<file path="config.mk">
export PLATFORM = sky130hd
export DESIGN_NAME = udp_tx_header_checksum_unit
export DESIGN_NICKNAME = d
export VERILOG_FILES = /design/src/rtl/core/udptx_pkg.sv /design/src/rtl/core/udptx_front.sv /design/src/rtl/core/udptx_fifo.sv /design/src/rtl/core/udptx_back.sv /design/src/rtl/core/udp_tx_header_checksum_unit.sv
export SDC_FILE = /design/constraint.sdc
export NUM_CORES = 1
export LEC_CHECK = 0
export BUFFER_PORTS_ARGS = -buffer_cell sky130_fd_sc_hd__buf_4
export CAP_MARGIN = 20
export CORE_MARGIN = 10
export CORE_UTILIZATION = 56
export CTS_BUF_LIST = sky130_fd_sc_hd__clkbuf_2
export CTS_CLUSTER_DIAMETER = 60
export DETAILED_ROUTE_END_ITERATION = 10
export PLACE_DENSITY = 0.77
export SETUP_SLACK_MARGIN = 0.4
export SLEW_MARGIN = 30
export SYNTH_ARGS = -nofsm -noshare
export SYNTH_HDL_FRONTEND = slang
export SYNTH_HIERARCHICAL = 1
export SYNTH_SLANG_ARGS = --single-unit
</file>
<file path="constraint.sdc">
create_clock -name clk_i -period 15.6 [get_ports clk_i]
set_input_delay 1.56 -clock clk_i [delete_from_list [all_inputs] [get_ports clk_i]]
set_output_delay 1.56 -clock clk_i [all_outputs]
set_load 0.05 [all_outputs]
</file>
<file path="src/rtl/core/udptx_pkg.sv">
// Shared types and constants for the UDP transmit header and checksum unit.
package udptx_pkg;

  localparam int unsigned DATA_W   = 8;
  localparam int unsigned IP_W     = 32;
  localparam int unsigned PORT_W   = 16;
  localparam int unsigned WORD_W   = 16;
  localparam int unsigned COUNT_W  = 11;
  localparam int unsigned TOTAL_W  = COUNT_W + 1;
  localparam int unsigned APB_DW   = 32;
  localparam int unsigned PADDR_W  = 3;

  localparam logic [TOTAL_W-1:0] UDP_HDR_LEN = TOTAL_W'(8);
  localparam logic [WORD_W-1:0]  PROTO_UDP   = WORD_W'(17);
  localparam logic [WORD_W-1:0]  CSUM_ZERO   = 16'hFFFF;

  // register index lives above the byte offset within the word
  localparam logic REG_LOCAL_IP = 1'b0;

  localparam logic STATUS_OK       = 1'b0;
  localparam logic STATUS_TOO_LONG = 1'b1;

  localparam int unsigned FIFO_DEPTH = 2;
  localparam int unsigned FIFO_PTR_W = $clog2(FIFO_DEPTH);
  localparam int unsigned FIFO_CNT_W = $clog2(FIFO_DEPTH + 1);

  // one closed datagram, handed from front to back
  typedef struct packed {
    logic [WORD_W-1:0]  sum;
    logic               odd;
    logic [DATA_W-1:0]  held;
    logic [TOTAL_W-1:0] total;
    logic               too_long;
    logic [IP_W-1:0]    dest_ip;
    logic [PORT_W-1:0]  sport;
    logic [PORT_W-1:0]  dport;
  } rec_t;

  typedef struct packed {
    logic full;
    logic empty;
  } fifo_stat_t;

endpackage

</file>
<file path="src/rtl/core/udptx_front.sv">
// Front end: takes payload bytes, keeps the running ones'-complement sum and closes datagrams.
module udptx_front #(
  parameter int unsigned MAX_DATAGRAM = 1500
) (
  input  logic                         clk_i,
  input  logic                         rst_ni,
  input  logic                         in_valid_i,
  output logic                         in_ready_o,
  input  logic [udptx_pkg::DATA_W-1:0] data_byte_i,
  input  logic                         has_byte_i,
  input  logic                         last_byte_i,
  input  logic [udptx_pkg::IP_W-1:0]   dest_ip_i,
  input  logic [udptx_pkg::PORT_W-1:0] sport_i,
  input  logic [udptx_pkg::PORT_W-1:0] dport_i,
  input  udptx_pkg::fifo_stat_t        fifo_stat_i,
  output logic                         push_o,
  output udptx_pkg::rec_t              rec_o
);
  import udptx_pkg::*;

  localparam logic [COUNT_W-1:0] MaxCount = COUNT_W'(MAX_DATAGRAM);
  localparam logic [TOTAL_W-1:0] MaxTotal = TOTAL_W'(MAX_DATAGRAM);

  logic [WORD_W-1:0]  sum_q, sum_d;
  logic               odd_q, odd_d;
  logic [DATA_W-1:0]  held_q, held_d;
  logic [COUNT_W-1:0] count_q, count_d;
  logic [WORD_W:0]    raw_sum;
  logic [TOTAL_W-1:0] total;
  logic               accept;

  assign in_ready_o = !fifo_stat_i.full;
  assign accept     = in_valid_i && in_ready_o;
  assign raw_sum    = {1'b0, sum_q} + {1'b0, held_q, data_byte_i};

  always_comb begin
    sum_d   = sum_q;
    odd_d   = odd_q;
    held_d  = held_q;
    count_d = count_q;
    if (has_byte_i) begin
      if (odd_q) begin
        // end-around carry
        sum_d  = raw_sum[WORD_W-1:0] + WORD_W'(raw_sum[WORD_W]);
        odd_d  = 1'b0;
        held_d = '0;
      end else begin
        held_d = data_byte_i;
        odd_d  = 1'b1;
      end
      if (count_q < MaxCount) count_d = count_q + COUNT_W'(1);
    end
  end

  assign total = {1'b0, count_d} + UDP_HDR_LEN;

  assign push_o         = accept && last_byte_i;
  assign rec_o.sum      = sum_d;
  assign rec_o.odd      = odd_d;
  assign rec_o.held     = held_d;
  assign rec_o.total    = total;
  assign rec_o.too_long = total > MaxTotal;
  assign rec_o.dest_ip  = dest_ip_i;
  assign rec_o.sport    = sport_i;
  assign rec_o.dport    = dport_i;

  always_ff @(posedge clk_i or negedge rst_ni) begin
    if (!rst_ni) begin
      sum_q   <= '0;
      odd_q   <= 1'b0;
      held_q  <= '0;
      count_q <= '0;
    end else if (accept) begin
      if (last_byte_i) begin
        sum_q   <= '0;
        odd_q   <= 1'b0;
        held_q  <= '0;
        count_q <= '0;
      end else begin
        sum_q   <= sum_d;
        odd_q   <= odd_d;
        held_q  <= held_d;
        count_q <= count_d;
      end
    end
  end

endmodule

</file>
<file path="src/rtl/core/udptx_fifo.sv">
// Short queue of closed datagrams between front and back.
module udptx_fifo (
  input  logic                  clk_i,
  input  logic                  rst_ni,
  input  logic                  push_i,
  input  udptx_pkg::rec_t       rec_i,
  input  logic                  pop_i,
  output udptx_pkg::rec_t       rec_o,
  output udptx_pkg::fifo_stat_t stat_o
);
  import udptx_pkg::*;

  localparam logic [FIFO_PTR_W-1:0] LastPtr = FIFO_PTR_W'(FIFO_DEPTH - 1);
  localparam logic [FIFO_CNT_W-1:0] Depth   = FIFO_CNT_W'(FIFO_DEPTH);

  rec_t                  mem_q [FIFO_DEPTH];
  logic [FIFO_PTR_W-1:0] wr_ptr_q, rd_ptr_q;
  logic [FIFO_CNT_W-1:0] cnt_q;
  logic                  do_push, do_pop;

  assign stat_o.full  = cnt_q == Depth;
  assign stat_o.empty = cnt_q == '0;
  assign do_push      = push_i && !stat_o.full;
  assign do_pop       = pop_i && !stat_o.empty;
  assign rec_o        = mem_q[rd_ptr_q];

  always_ff @(posedge clk_i) begin
    if (do_push) mem_q[wr_ptr_q] <= rec_i;
  end

  always_ff @(posedge clk_i or negedge rst_ni) begin
    if (!rst_ni) begin
      wr_ptr_q <= '0;
      rd_ptr_q <= '0;
      cnt_q    <= '0;
    end else begin
      if (do_push) wr_ptr_q <= (wr_ptr_q == LastPtr) ? '0 : wr_ptr_q + FIFO_PTR_W'(1);
      if (do_pop)  rd_ptr_q <= (rd_ptr_q == LastPtr) ? '0 : rd_ptr_q + FIFO_PTR_W'(1);
      case ({do_push, do_pop})
        2'b10:   cnt_q <= cnt_q + FIFO_CNT_W'(1);
        2'b01:   cnt_q <= cnt_q - FIFO_CNT_W'(1);
        default: cnt_q <= cnt_q;
      endcase
    end
  end

endmodule

</file>
<file path="src/rtl/core/udptx_back.sv">
// Back end: adds pseudo-header and header words, folds, complements and holds the result.
module udptx_back (
  input  logic                          clk_i,
  input  logic                          rst_ni,
  input  logic [udptx_pkg::IP_W-1:0]    local_ip_i,
  input  udptx_pkg::fifo_stat_t         fifo_stat_i,
  input  udptx_pkg::rec_t               rec_i,
  output logic                          pop_o,
  output logic                          out_valid_o,
  input  logic                          out_ready_i,
  output logic [udptx_pkg::PORT_W-1:0]  out_sport_o,
  output logic [udptx_pkg::PORT_W-1:0]  out_dport_o,
  output logic [udptx_pkg::COUNT_W-1:0] dgram_len_o,
  output logic [udptx_pkg::WORD_W-1:0]  checksum_o,
  output logic [udptx_pkg::IP_W-1:0]    out_dest_ip_o,
  output logic                          status_o
);
  import udptx_pkg::*;

  localparam int unsigned PART_W = WORD_W + 3;
  localparam int unsigned ACC_W  = WORD_W + 4;

  // stage one: two partial sums
  logic               s1_valid_q;
  logic [PART_W-1:0]  s1_a_q, s1_b_q, part_a, part_b;
  logic [TOTAL_W-1:0] s1_total_q;
  logic               s1_too_long_q;
  logic [IP_W-1:0]    s1_dip_q;
  logic [PORT_W-1:0]  s1_sport_q, s1_dport_q;
  logic               s1_en, out_en;

  logic [WORD_W-1:0]  pad_word;
  logic [ACC_W-1:0]   acc;
  logic [WORD_W:0]    fold1;
  logic [WORD_W-1:0]  fold2, csum;

  logic               out_valid_q;
  logic [PORT_W-1:0]  sport_q, dport_q;
  logic [COUNT_W-1:0] len_q;
  logic [WORD_W-1:0]  csum_q;
  logic [IP_W-1:0]    dip_q;
  logic               status_q;

  assign out_en = !out_valid_q || out_ready_i;
  assign s1_en  = !s1_valid_q || out_en;
  assign pop_o  = s1_en && !fifo_stat_i.empty;

  assign pad_word = rec_i.odd ? {rec_i.held, 8'h00} : '0;

  assign part_a = PART_W'(rec_i.sum) + PART_W'(pad_word)
                + PART_W'(local_ip_i[IP_W-1:WORD_W]) + PART_W'(local_ip_i[WORD_W-1:0]);
  // length counted twice: pseudo-header and header
  assign part_b = PART_W'(rec_i.dest_ip[IP_W-1:WORD_W]) + PART_W'(rec_i.dest_ip[WORD_W-1:0])
                + PART_W'(rec_i.sport) + PART_W'(rec_i.dport)
                + PART_W'({rec_i.total, 1'b0}) + PART_W'(PROTO_UDP);

  always_ff @(posedge clk_i) begin
    if (s1_en && pop_o) begin
      s1_a_q        <= part_a;
      s1_b_q        <= part_b;
      s1_total_q    <= rec_i.total;
      s1_too_long_q <= rec_i.too_long;
      s1_dip_q      <= rec_i.dest_ip;
      s1_sport_q    <= rec_i.sport;
      s1_dport_q    <= rec_i.dport;
    end
  end

  // stage two: add, fold twice, complement
  assign acc   = ACC_W'(s1_a_q) + ACC_W'(s1_b_q);
  assign fold1 = {1'b0, acc[WORD_W-1:0]} + (WORD_W+1)'(acc[ACC_W-1:WORD_W]);
  assign fold2 = fold1[WORD_W-1:0] + WORD_W'(fold1[WORD_W]);
  assign csum  = (~fold2 == '0) ? CSUM_ZERO : ~fold2;

  always_ff @(posedge clk_i) begin
    if (out_en && s1_valid_q) begin
      if (s1_too_long_q) begin
        sport_q  <= '0;
        dport_q  <= '0;
        len_q    <= '0;
        csum_q   <= '0;
        dip_q    <= '0;
        status_q <= STATUS_TOO_LONG;
      end else begin
        sport_q  <= s1_sport_q;
        dport_q  <= s1_dport_q;
        len_q    <= s1_total_q[COUNT_W-1:0];
        csum_q   <= csum;
        dip_q    <= s1_dip_q;
        status_q <= STATUS_OK;
      end
    end
  end

  always_ff @(posedge clk_i or negedge rst_ni) begin
    if (!rst_ni) begin
      s1_valid_q  <= 1'b0;
      out_valid_q <= 1'b0;
    end else begin
      if (s1_en)  s1_valid_q  <= !fifo_stat_i.empty;
      if (out_en) out_valid_q <= s1_valid_q;
    end
  end

  assign out_valid_o   = out_valid_q;
  assign out_sport_o   = sport_q;
  assign out_dport_o   = dport_q;
  assign dgram_len_o   = len_q;
  assign checksum_o    = csum_q;
  assign out_dest_ip_o = dip_q;
  assign status_o      = status_q;

endmodule

</file>
<file path="src/rtl/core/udp_tx_header_checksum_unit.sv">
// Top level of the UDP transmit header and checksum unit, with its register port.
//
//   channel   direction  handshake            carries
//   input     in         in_valid_i/ready_o   one payload byte, flags, address and ports
//   output    out        out_valid_o/ready_i  one header word per datagram
//   config    in         APB psel/penable     local_ip at byte address 0
//
// One input byte per cycle while in_ready_o is high; the running sum uses one end-around-carry add per byte pair.
// A datagram's header word is registered through the queue write, then two back stages, and datagrams
// stream back to back while out_ready_i is high.
// Reset clears the sum, counters, queue and local_ip; no clearing pass.
// in_ready_o drops only when the two-entry queue of closed datagrams is full.
module udp_tx_header_checksum_unit #(
  parameter int unsigned MAX_DATAGRAM = 1500
) (
  input  logic                              clk_i,
  input  logic                              rst_ni,
  input  logic                              psel,
  input  logic                              penable,
  input  logic                              pwrite,
  input  logic [udptx_pkg::PADDR_W-1:0]     paddr,
  input  logic [udptx_pkg::APB_DW-1:0]      pwdata,
  output logic [udptx_pkg::APB_DW-1:0]      prdata,
  output logic                              pready,
  input  logic                              in_valid_i,
  output logic                              in_ready_o,
  input  logic [udptx_pkg::DATA_W-1:0]      data_byte_i,
  input  logic                              has_byte_i,
  input  logic                              last_byte_i,
  input  logic [udptx_pkg::IP_W-1:0]        dest_ip_i,
  input  logic [udptx_pkg::PORT_W-1:0]      sport_i,
  input  logic [udptx_pkg::PORT_W-1:0]      dport_i,
  output logic                              out_valid_o,
  input  logic                              out_ready_i,
  output logic [udptx_pkg::PORT_W-1:0]      out_sport_o,
  output logic [udptx_pkg::PORT_W-1:0]      out_dport_o,
  output logic [udptx_pkg::COUNT_W-1:0]     dgram_len_o,
  output logic [udptx_pkg::WORD_W-1:0]      checksum_o,
  output logic [udptx_pkg::IP_W-1:0]        out_dest_ip_o,
  output logic                              status_o
);
  import udptx_pkg::*;

  logic [IP_W-1:0] local_ip_q;
  logic            reg_sel;
  logic            push, pop;
  rec_t            push_rec, pop_rec;
  fifo_stat_t      fifo_stat;

  // register index sits above the two byte-offset bits
  assign reg_sel = paddr[PADDR_W-1] == REG_LOCAL_IP;
  assign pready  = 1'b1;
  assign prdata  = reg_sel ? local_ip_q : '0;

  always_ff @(posedge clk_i or negedge rst_ni) begin
    if (!rst_ni) begin
      local_ip_q <= '0;
    end else if (psel && penable && pwrite && pready && reg_sel) begin
      local_ip_q <= pwdata;
    end
  end

  udptx_front #(
    .MAX_DATAGRAM(MAX_DATAGRAM)
  ) u_front (
    .clk_i       (clk_i),
    .rst_ni      (rst_ni),
    .in_valid_i  (in_valid_i),
    .in_ready_o  (in_ready_o),
    .data_byte_i (data_byte_i),
    .has_byte_i  (has_byte_i),
    .last_byte_i (last_byte_i),
    .dest_ip_i   (dest_ip_i),
    .sport_i     (sport_i),
    .dport_i     (dport_i),
    .fifo_stat_i (fifo_stat),
    .push_o      (push),
    .rec_o       (push_rec)
  );

  udptx_fifo u_fifo (
    .clk_i  (clk_i),
    .rst_ni (rst_ni),
    .push_i (push),
    .rec_i  (push_rec),
    .pop_i  (pop),
    .rec_o  (pop_rec),
    .stat_o (fifo_stat)
  );

  udptx_back u_back (
    .clk_i         (clk_i),
    .rst_ni        (rst_ni),
    .local_ip_i    (local_ip_q),
    .fifo_stat_i   (fifo_stat),
    .rec_i         (pop_rec),
    .pop_o         (pop),
    .out_valid_o   (out_valid_o),
    .out_ready_i   (out_ready_i),
    .out_sport_o   (out_sport_o),
    .out_dport_o   (out_dport_o),
    .dgram_len_o   (dgram_len_o),
    .checksum_o    (checksum_o),
    .out_dest_ip_o (out_dest_ip_o),
    .status_o      (status_o)
  );

endmodule
</file>
### Yosys cells after proc, flatten, opt, wreduce, memory -nomap -nowiden

Memories as Yosys holds them, arrays and structs flattened.
Cells that the tools add are included.

* RAM bits: 204
* logic and storage cells: 90
* flip-flop bits (word level): 280
* output and inout bits: 127
* memories: 1

* add/sub/neg operators: 19
* reduce and logical (&&, ||, !) cells: 19
* muxes and demuxes: 21
* equal/unequal tests: 3
* bitwise operators: 2
* $lt $le $gt $ge: 2

Memories
* u_fifo.mem_q: words 2, width 102, read ports 1, clocked after memory_dff 0, wr ports 1, RTL line udptx_fifo.sv:16 `rec_t mem_q [FIFO_DEPTH];`

Operators with widths (count)
* 16-bit 2-to-1 mux: 5
* 19-bit by 16-bit adder with 19-bit output: 4
* 16-bit by 16-bit adder with 17-bit output: 3
* 11-bit 2-to-1 mux: 3
* 16-bit by 1-bit adder with 16-bit output: 2
* 32-bit 2-to-1 mux: 1
* 8-bit 2-to-1 mux: 3
* 19-bit by 19-bit adder with 20-bit output: 1
* 19-bit by 13-bit adder with 19-bit output: 1
* 19-bit by 5-bit adder with 19-bit output (second input constant): 1
* 16-bit by 4-bit adder with 17-bit output: 1
* 16-bit logical NOT: 1
* 16-bit NOT: 1
* 11-bit by 4-bit adder with 12-bit output (second input constant): 1
* 12-bit by 11-bit > comparator with 1-bit output (second input constant): 1
* 11-bit by 1-bit adder with 11-bit output (second input constant): 1
* 11-bit < comparator (second input constant): 1
* 1-bit logical AND: 10
* 1-bit 2-to-1 mux: 8
* 2-bit == test (second input constant): 2
* 1-bit logical NOT: 4
* 2-bit case mux with 2 select lines: 1
* 1-bit adder (second input constant): 2
* 2-bit by 1-bit adder with 2-bit output (second input constant): 1
* 6 further kinds: 7

### Longest topological paths before layout

* depth in word-level cells: 7
* mapped depth: 31
* depth with buffers taken out: 29

### By module

The synthesis kept the hierarchy.

By module, submodules not included
* udptx_back: sequential area each 6206.0 um^2, times used 1, cells each 908, area each 11946.5 um^2
* udptx_fifo: sequential area each 6226.0 um^2, times used 1, cells each 335, area each 7569.8 um^2
* udptx_front: sequential area each 900.9 um^2, times used 1, cells each 503, area each 3957.5 um^2
* udp_tx_header_checksum_unit: sequential area each 800.8 um^2, times used 1, cells each 105, area each 1554.0 um^2

### Least setup slack after synthesis

OpenSTA, ideal clock, no wires.

* path kind: input to register
* from: in out_ready_i
* to: reg u_fifo.cnt_q[1]
* cell stages on the path: 6
* library setup time: 0.079 ns
* required time: 15.521 ns
* path slack: 7.374 ns
* data arrival time: 8.147 ns
* cell sequence: nor2b_1 > a21oi_1 > nor2b_1 > ha_1 > nor2_1 > xor2_1

* cells in the longest elaborated chain, start to end: 6

Ends and longest elaborated chain
* start, declared: RTL line udp_tx_header_checksum_unit.sv:34 `input logic out_ready_i,`
* 1-bit logical OR (*): RTL line udptx_back.sv:44 `assign out_en = !out_valid_q || out_ready_i;`
* 1-bit logical OR (*): RTL line udptx_back.sv:45 `assign s1_en = !s1_valid_q || out_en;`
* 1-bit logical AND (*): RTL line udptx_back.sv:46 `assign pop_o = s1_en && !fifo_stat_i.empty;`
* via pop: RTL line udp_tx_header_checksum_unit.sv:46 `logic push, pop;`
* 1-bit logical AND (*): RTL line udptx_fifo.sv:24 `assign do_pop = pop_i && !stat_o.empty;`
* via u_fifo.do_pop: RTL line udptx_fifo.sv:19 `logic do_push, do_pop;`
* 2-bit by 1-bit == test with 1-bit output / 2-bit == test (equally long branches): RTL line udptx_fifo.sv:39 `case ({do_push, do_pop})`
* 2-bit case mux with 2 select lines / 2-bit nonzero test (equally long branches)
* end signal, assigned: RTL line udptx_fifo.sv:40 `2'b10: cnt_q <= cnt_q + FIFO_CNT_W'(1);`
* end signal, assigned: RTL line udptx_fifo.sv:41 `2'b01: cnt_q <= cnt_q - FIFO_CNT_W'(1);`
* end signal, assigned: RTL line udptx_fifo.sv:42 `default: cnt_q <= cnt_q;`
* end, declared: RTL line udptx_fifo.sv:18 `logic [FIFO_CNT_W-1:0] cnt_q;`

The timed path passes the listed nets; every way through them passes the cells marked *.
A chain may end at the register's enable or synchronous reset.

### Final worst setup path

* from: reg u_back.s1_a_q[8]
* to: reg u_back.csum_q[2] (netlist: u_back/checksum_o[2]), data pin

* cells in the longest elaborated chain, start to end: 6

Ends and longest elaborated chain
* start, declared: RTL line udptx_back.sv:25 `logic [PART_W-1:0] s1_a_q, s1_b_q, part_a, part_b;`
* start signal, assigned: RTL line udptx_back.sv:59 `s1_a_q <= part_a;`
* 19-bit by 19-bit adder with 20-bit output (*): RTL line udptx_back.sv:70 `assign acc = ACC_W'(s1_a_q) + ACC_W'(s1_b_q);`
* 16-bit by 4-bit adder with 17-bit output (*): RTL line udptx_back.sv:71 `assign fold1 = {1'b0, acc[WORD_W-1:0]} + (WORD_W+1)'(acc[ACC_W-1:WORD_W]);`
* 16-bit by 1-bit adder with 16-bit output (*): RTL line udptx_back.sv:72 `assign fold2 = fold1[WORD_W-1:0] + WORD_W'(fold1[WORD_W]);`
* 16-bit NOT (*): RTL line udptx_back.sv:73 `assign csum = (~fold2 == '0) ? CSUM_ZERO : ~fold2;`
* 16-bit logical NOT: RTL line udptx_back.sv:73
* 16-bit 2-to-1 mux (*): RTL line udptx_back.sv:73
* end signal, assigned: RTL line udptx_back.sv:88 `csum_q <= csum;`
* end, declared: RTL line udptx_back.sv:40 `logic [WORD_W-1:0] csum_q;`

Every way passes the cells marked *; elsewhere a longest branch is shown, timed or not.

==> metrics list <==
* Number of antenna violations at the first check in global routing: 2
* GR Overflow Total: 0
- Final slew viol count: 0
* Aggregate routed wire length: around 54000 um
- Dividing the detail-routed wire length by the instance count gives 19.3 um.
* Worst Tran Pin Value: slightly below 1000 ps
* Asr flop ratio synth: between 15 and 20%
- Clock insertion delay at the later pin of the skew report: 1130 ps
* Most frequent cells after synthesis: edfxtp_1, nor2b_1, mux2_2
- Largest net degree at the start of global routing: 75
* Arrival time worst endpoint: 8210 ps
- Final clock period utilization by the worst path: 46.9%
* Library cell with the largest summed area after synthesis: edfxtp_1
- Result of the run: finished clean
* Number of instances in the synthesized netlist: 1851
* Setup crit start kind: flip-flop
- Before antenna repair, the detailed router went through 5 iterations.
- Including well taps, the total number of placed cells is 2575.
- Cell Rows: 77
- Number of buffers inserted by port buffering: 239
* Main synth FF type: edfxtp_1
* Via density per instance: 5.46
* Overall Global Routing Usage: 19.8%
- For this run, the slowest stage of the critical path takes around 460 ps.
- Along the worst path, the maximum fanout reaches 13.
* Net count after synthesis: 2134
* Unrepaired setup endpoints after global routing: false
- Total area of multi-input combinational cells: 9730 um2
- Synth Warn #: 6
* Post-CTS repair timing setup buffer count: 0
- Synthesized area per cell: 13.5 um2
- CTS H-tree lvls: 3
* Fraction of final layout cells sized beyond drive strength 1: 28.1%
- Data on the critical path is required at its endpoint by 16490 ps.
- STA classifies the critical path endpoint as a flip-flop.
* Final Skew: between 100 and 150 ps
- The core region is 44200 um2.
- Worst r2r path cells: 29
- The initial utilization of the core area, before any placement, comes to 56.6%.
* Library cell used as clock root buffer: clkbuf_2
* Leading cell type by number of instances after synthesis: edfxtp_1
- F_max: approximately 0.14 GHz
- Summing all non-filler instances in the final layout gives an area of approximately 28000 um2.
* Number of storage elements in the synthesis netlist: 483
- TritonCTS clock tree: done
- In this run the vertical extent of the chip is 231 um.
- The layout has 3325 filler cells.
- Vias in the first global route: 15600
- Cell types with the largest area share after synthesis: edfxtp_1, dfrtp_1, fa_1
- IO Count: 243
* Post-Synthesis Cell Area: about 25000 um2
* Cts-stage hold buffer count: 0
- HP Class: in -> async
- Global-route wire length before repair: between 80000 and 90000 um
- From left edge to right edge, the die measures 231 um.
* Number of gates given a new drive strength after cts: 0
- Measured against its own limit, the worst slew margin works out to 34.1%.
- Number of library cell types mapped by synthesis: 96
* Clock Tree Buf Depth: 3
- Routed Antenna Nets: 0
- Num CTS Buffers: 115
- Count of endpoints failing hold in the final timing report: 0
- In this run the cell area measured after placement is roughly 27000 um2.
- Excluding fillers, the count of instances in the completed layout stands at 2786.
- Registers take 14100 um2.
* Max capacitance violation total: 0
- For this run, the register share of the synthesized area comes to roughly 56%.
- In this run, the number of DRC markers left after iteration 0 of detailed routing was 1059.
- Setup violations remaining at the end of the flow were counted as 0.
- DRC violation count after routing: 0
- RePlAce Congestion: 0.857
- The top cell type by area accounts for between 40% and 50% of the synthesized area.
- The routed layout has between 15000 and 20000 vias.
- CP Class: reg -> reg
* Number of clock sinks: 483
* Number of synthesized flops with an enable pin: 409
- After the last flow step, the layout net total stands at around 2400.
* Clk pin slew, worst setup/hold paths: 120 ps
- Setup total negative slack on the finished layout was measured at 0 ps.
- The HPWL after detailed placement is around 39000 um.
- Tmin final: 7320 ps
* CP max stage cell: fa_1
- Syn-to-layout area delta: 11.8%
- The floorplan step defined a die boundary enclosing 53500 um2.
==> stage by stage <==
step	util, %	hold WS, ps	setup slack (ps)
after floorplan	-	461	7370
after global placement	60.8	481	8500
after detailed placement	60.8	492	8330
after CTS	63.3	463	8270
after global routing	63.3	431	7610
final	63.3	461	8280
==> sequential cells by signal, summed over array words and instances (netlist names), 16 cells and up <==
register and count:
u_back/s1_a_q 18, u_back/checksum_o 16, u_back/out_sport_o 16, u_back/s1_dport_q 16, u_front/sum_q 16, u_fifo/mem_q 204
u_back/s1_sport_q 16, u_back/s1_b_q 19, u_back/out_dest_ip_o 32, u_back/s1_dip_q 32, local_ip_q 32, u_back/out_dport_o 16
==> final timing paths <==
| check | from | endpoint | slack (ps) |
|---|---|---|---|
| max | u_back/s1_a_q[8] | u_back/checksum_o[2] | 8280 |
| max in group asynchronous | rst_ni | u_front/sum_q[2] | 14570 |
| max reg2reg | u_back/s1_a_q[8] | u_back/checksum_o[2] | 8280 |
| min in group clk_i | u_back/s1_total_q[6] | u_back/dgram_len_o[6] | 510 |
| min reg2reg | u_back/s1_total_q[6] | u_back/dgram_len_o[6] | 510 |
| min | rst_ni | u_front/count_q[10] | 460 |
==> layout make-up <==
type	instances	share of cell area [%]
Clock inverter	42	0.939
Inverter	104	1.39
Multi-Input combinational cell	1146	34.8
Sequential cell	483	50.5
Timing Repair Buffer	250	6.73
Tap cell	592	2.65
Clock buffer	167	2.99
Antenna cell	2	0.0179
==> critical path, delay by kind of cell, from the launching register on <==
family	cells	cell delay, ps
flops	1	390
buf+inv	1	90
compound gates	10	2380
xor+xnor	2	370
simple gates	12	2590
fa+ha+maj	4	1330
==> per-layer routing <==
metal,vias up,part of all wire (%),track usage [%]
li1,7213,-,-
met1,7480,42,24.5
met2,442,50,33.2
met3,85,5.4,4.15
met4,2,2.8,8.35
met5,-,0.032,0
==> cell usage in the layout (no fill, tap or decap), types with 27 or more instances in the layout <==
master,netlist,routed
a21oi_1,53,52
buf_4,68,248
clkbuf_2,2,167
clkinv_1,0,31
dfrtp_1,74,73
edfxtp_1,409,409
fa_1,65,65
ha_1,102,102
inv_1,104,104
mux2_2,106,106
mux2_4,30,30
nand2_1,91,91
nand3_1,27,27
nor2_1,76,75
nor2b_1,128,128
o21ai_0,72,72
xnor2_1,71,71
xor2_1,27,27
==> logic make-up (layout without fill, tap and decap cells) <==
kind of cell | Yosys count | after routing | synth area share (%)
mux | 141 | 141 | 6.77
buf+inv | 222 | 563 | 4.76
compound gates | 289 | 289 | 8.24
other cells | 1 | 3 | 0.0150
simple gates | 447 | 447 | 9.77
xor+xnor | 101 | 101 | 3.67
flops | 483 | 483 | 56.5
fa+ha+maj | 167 | 167 | 10.3
Power is left out: the tool's default activity adds up to more than one toggle a clock period on the data nets, which glitch-free logic cannot reach.
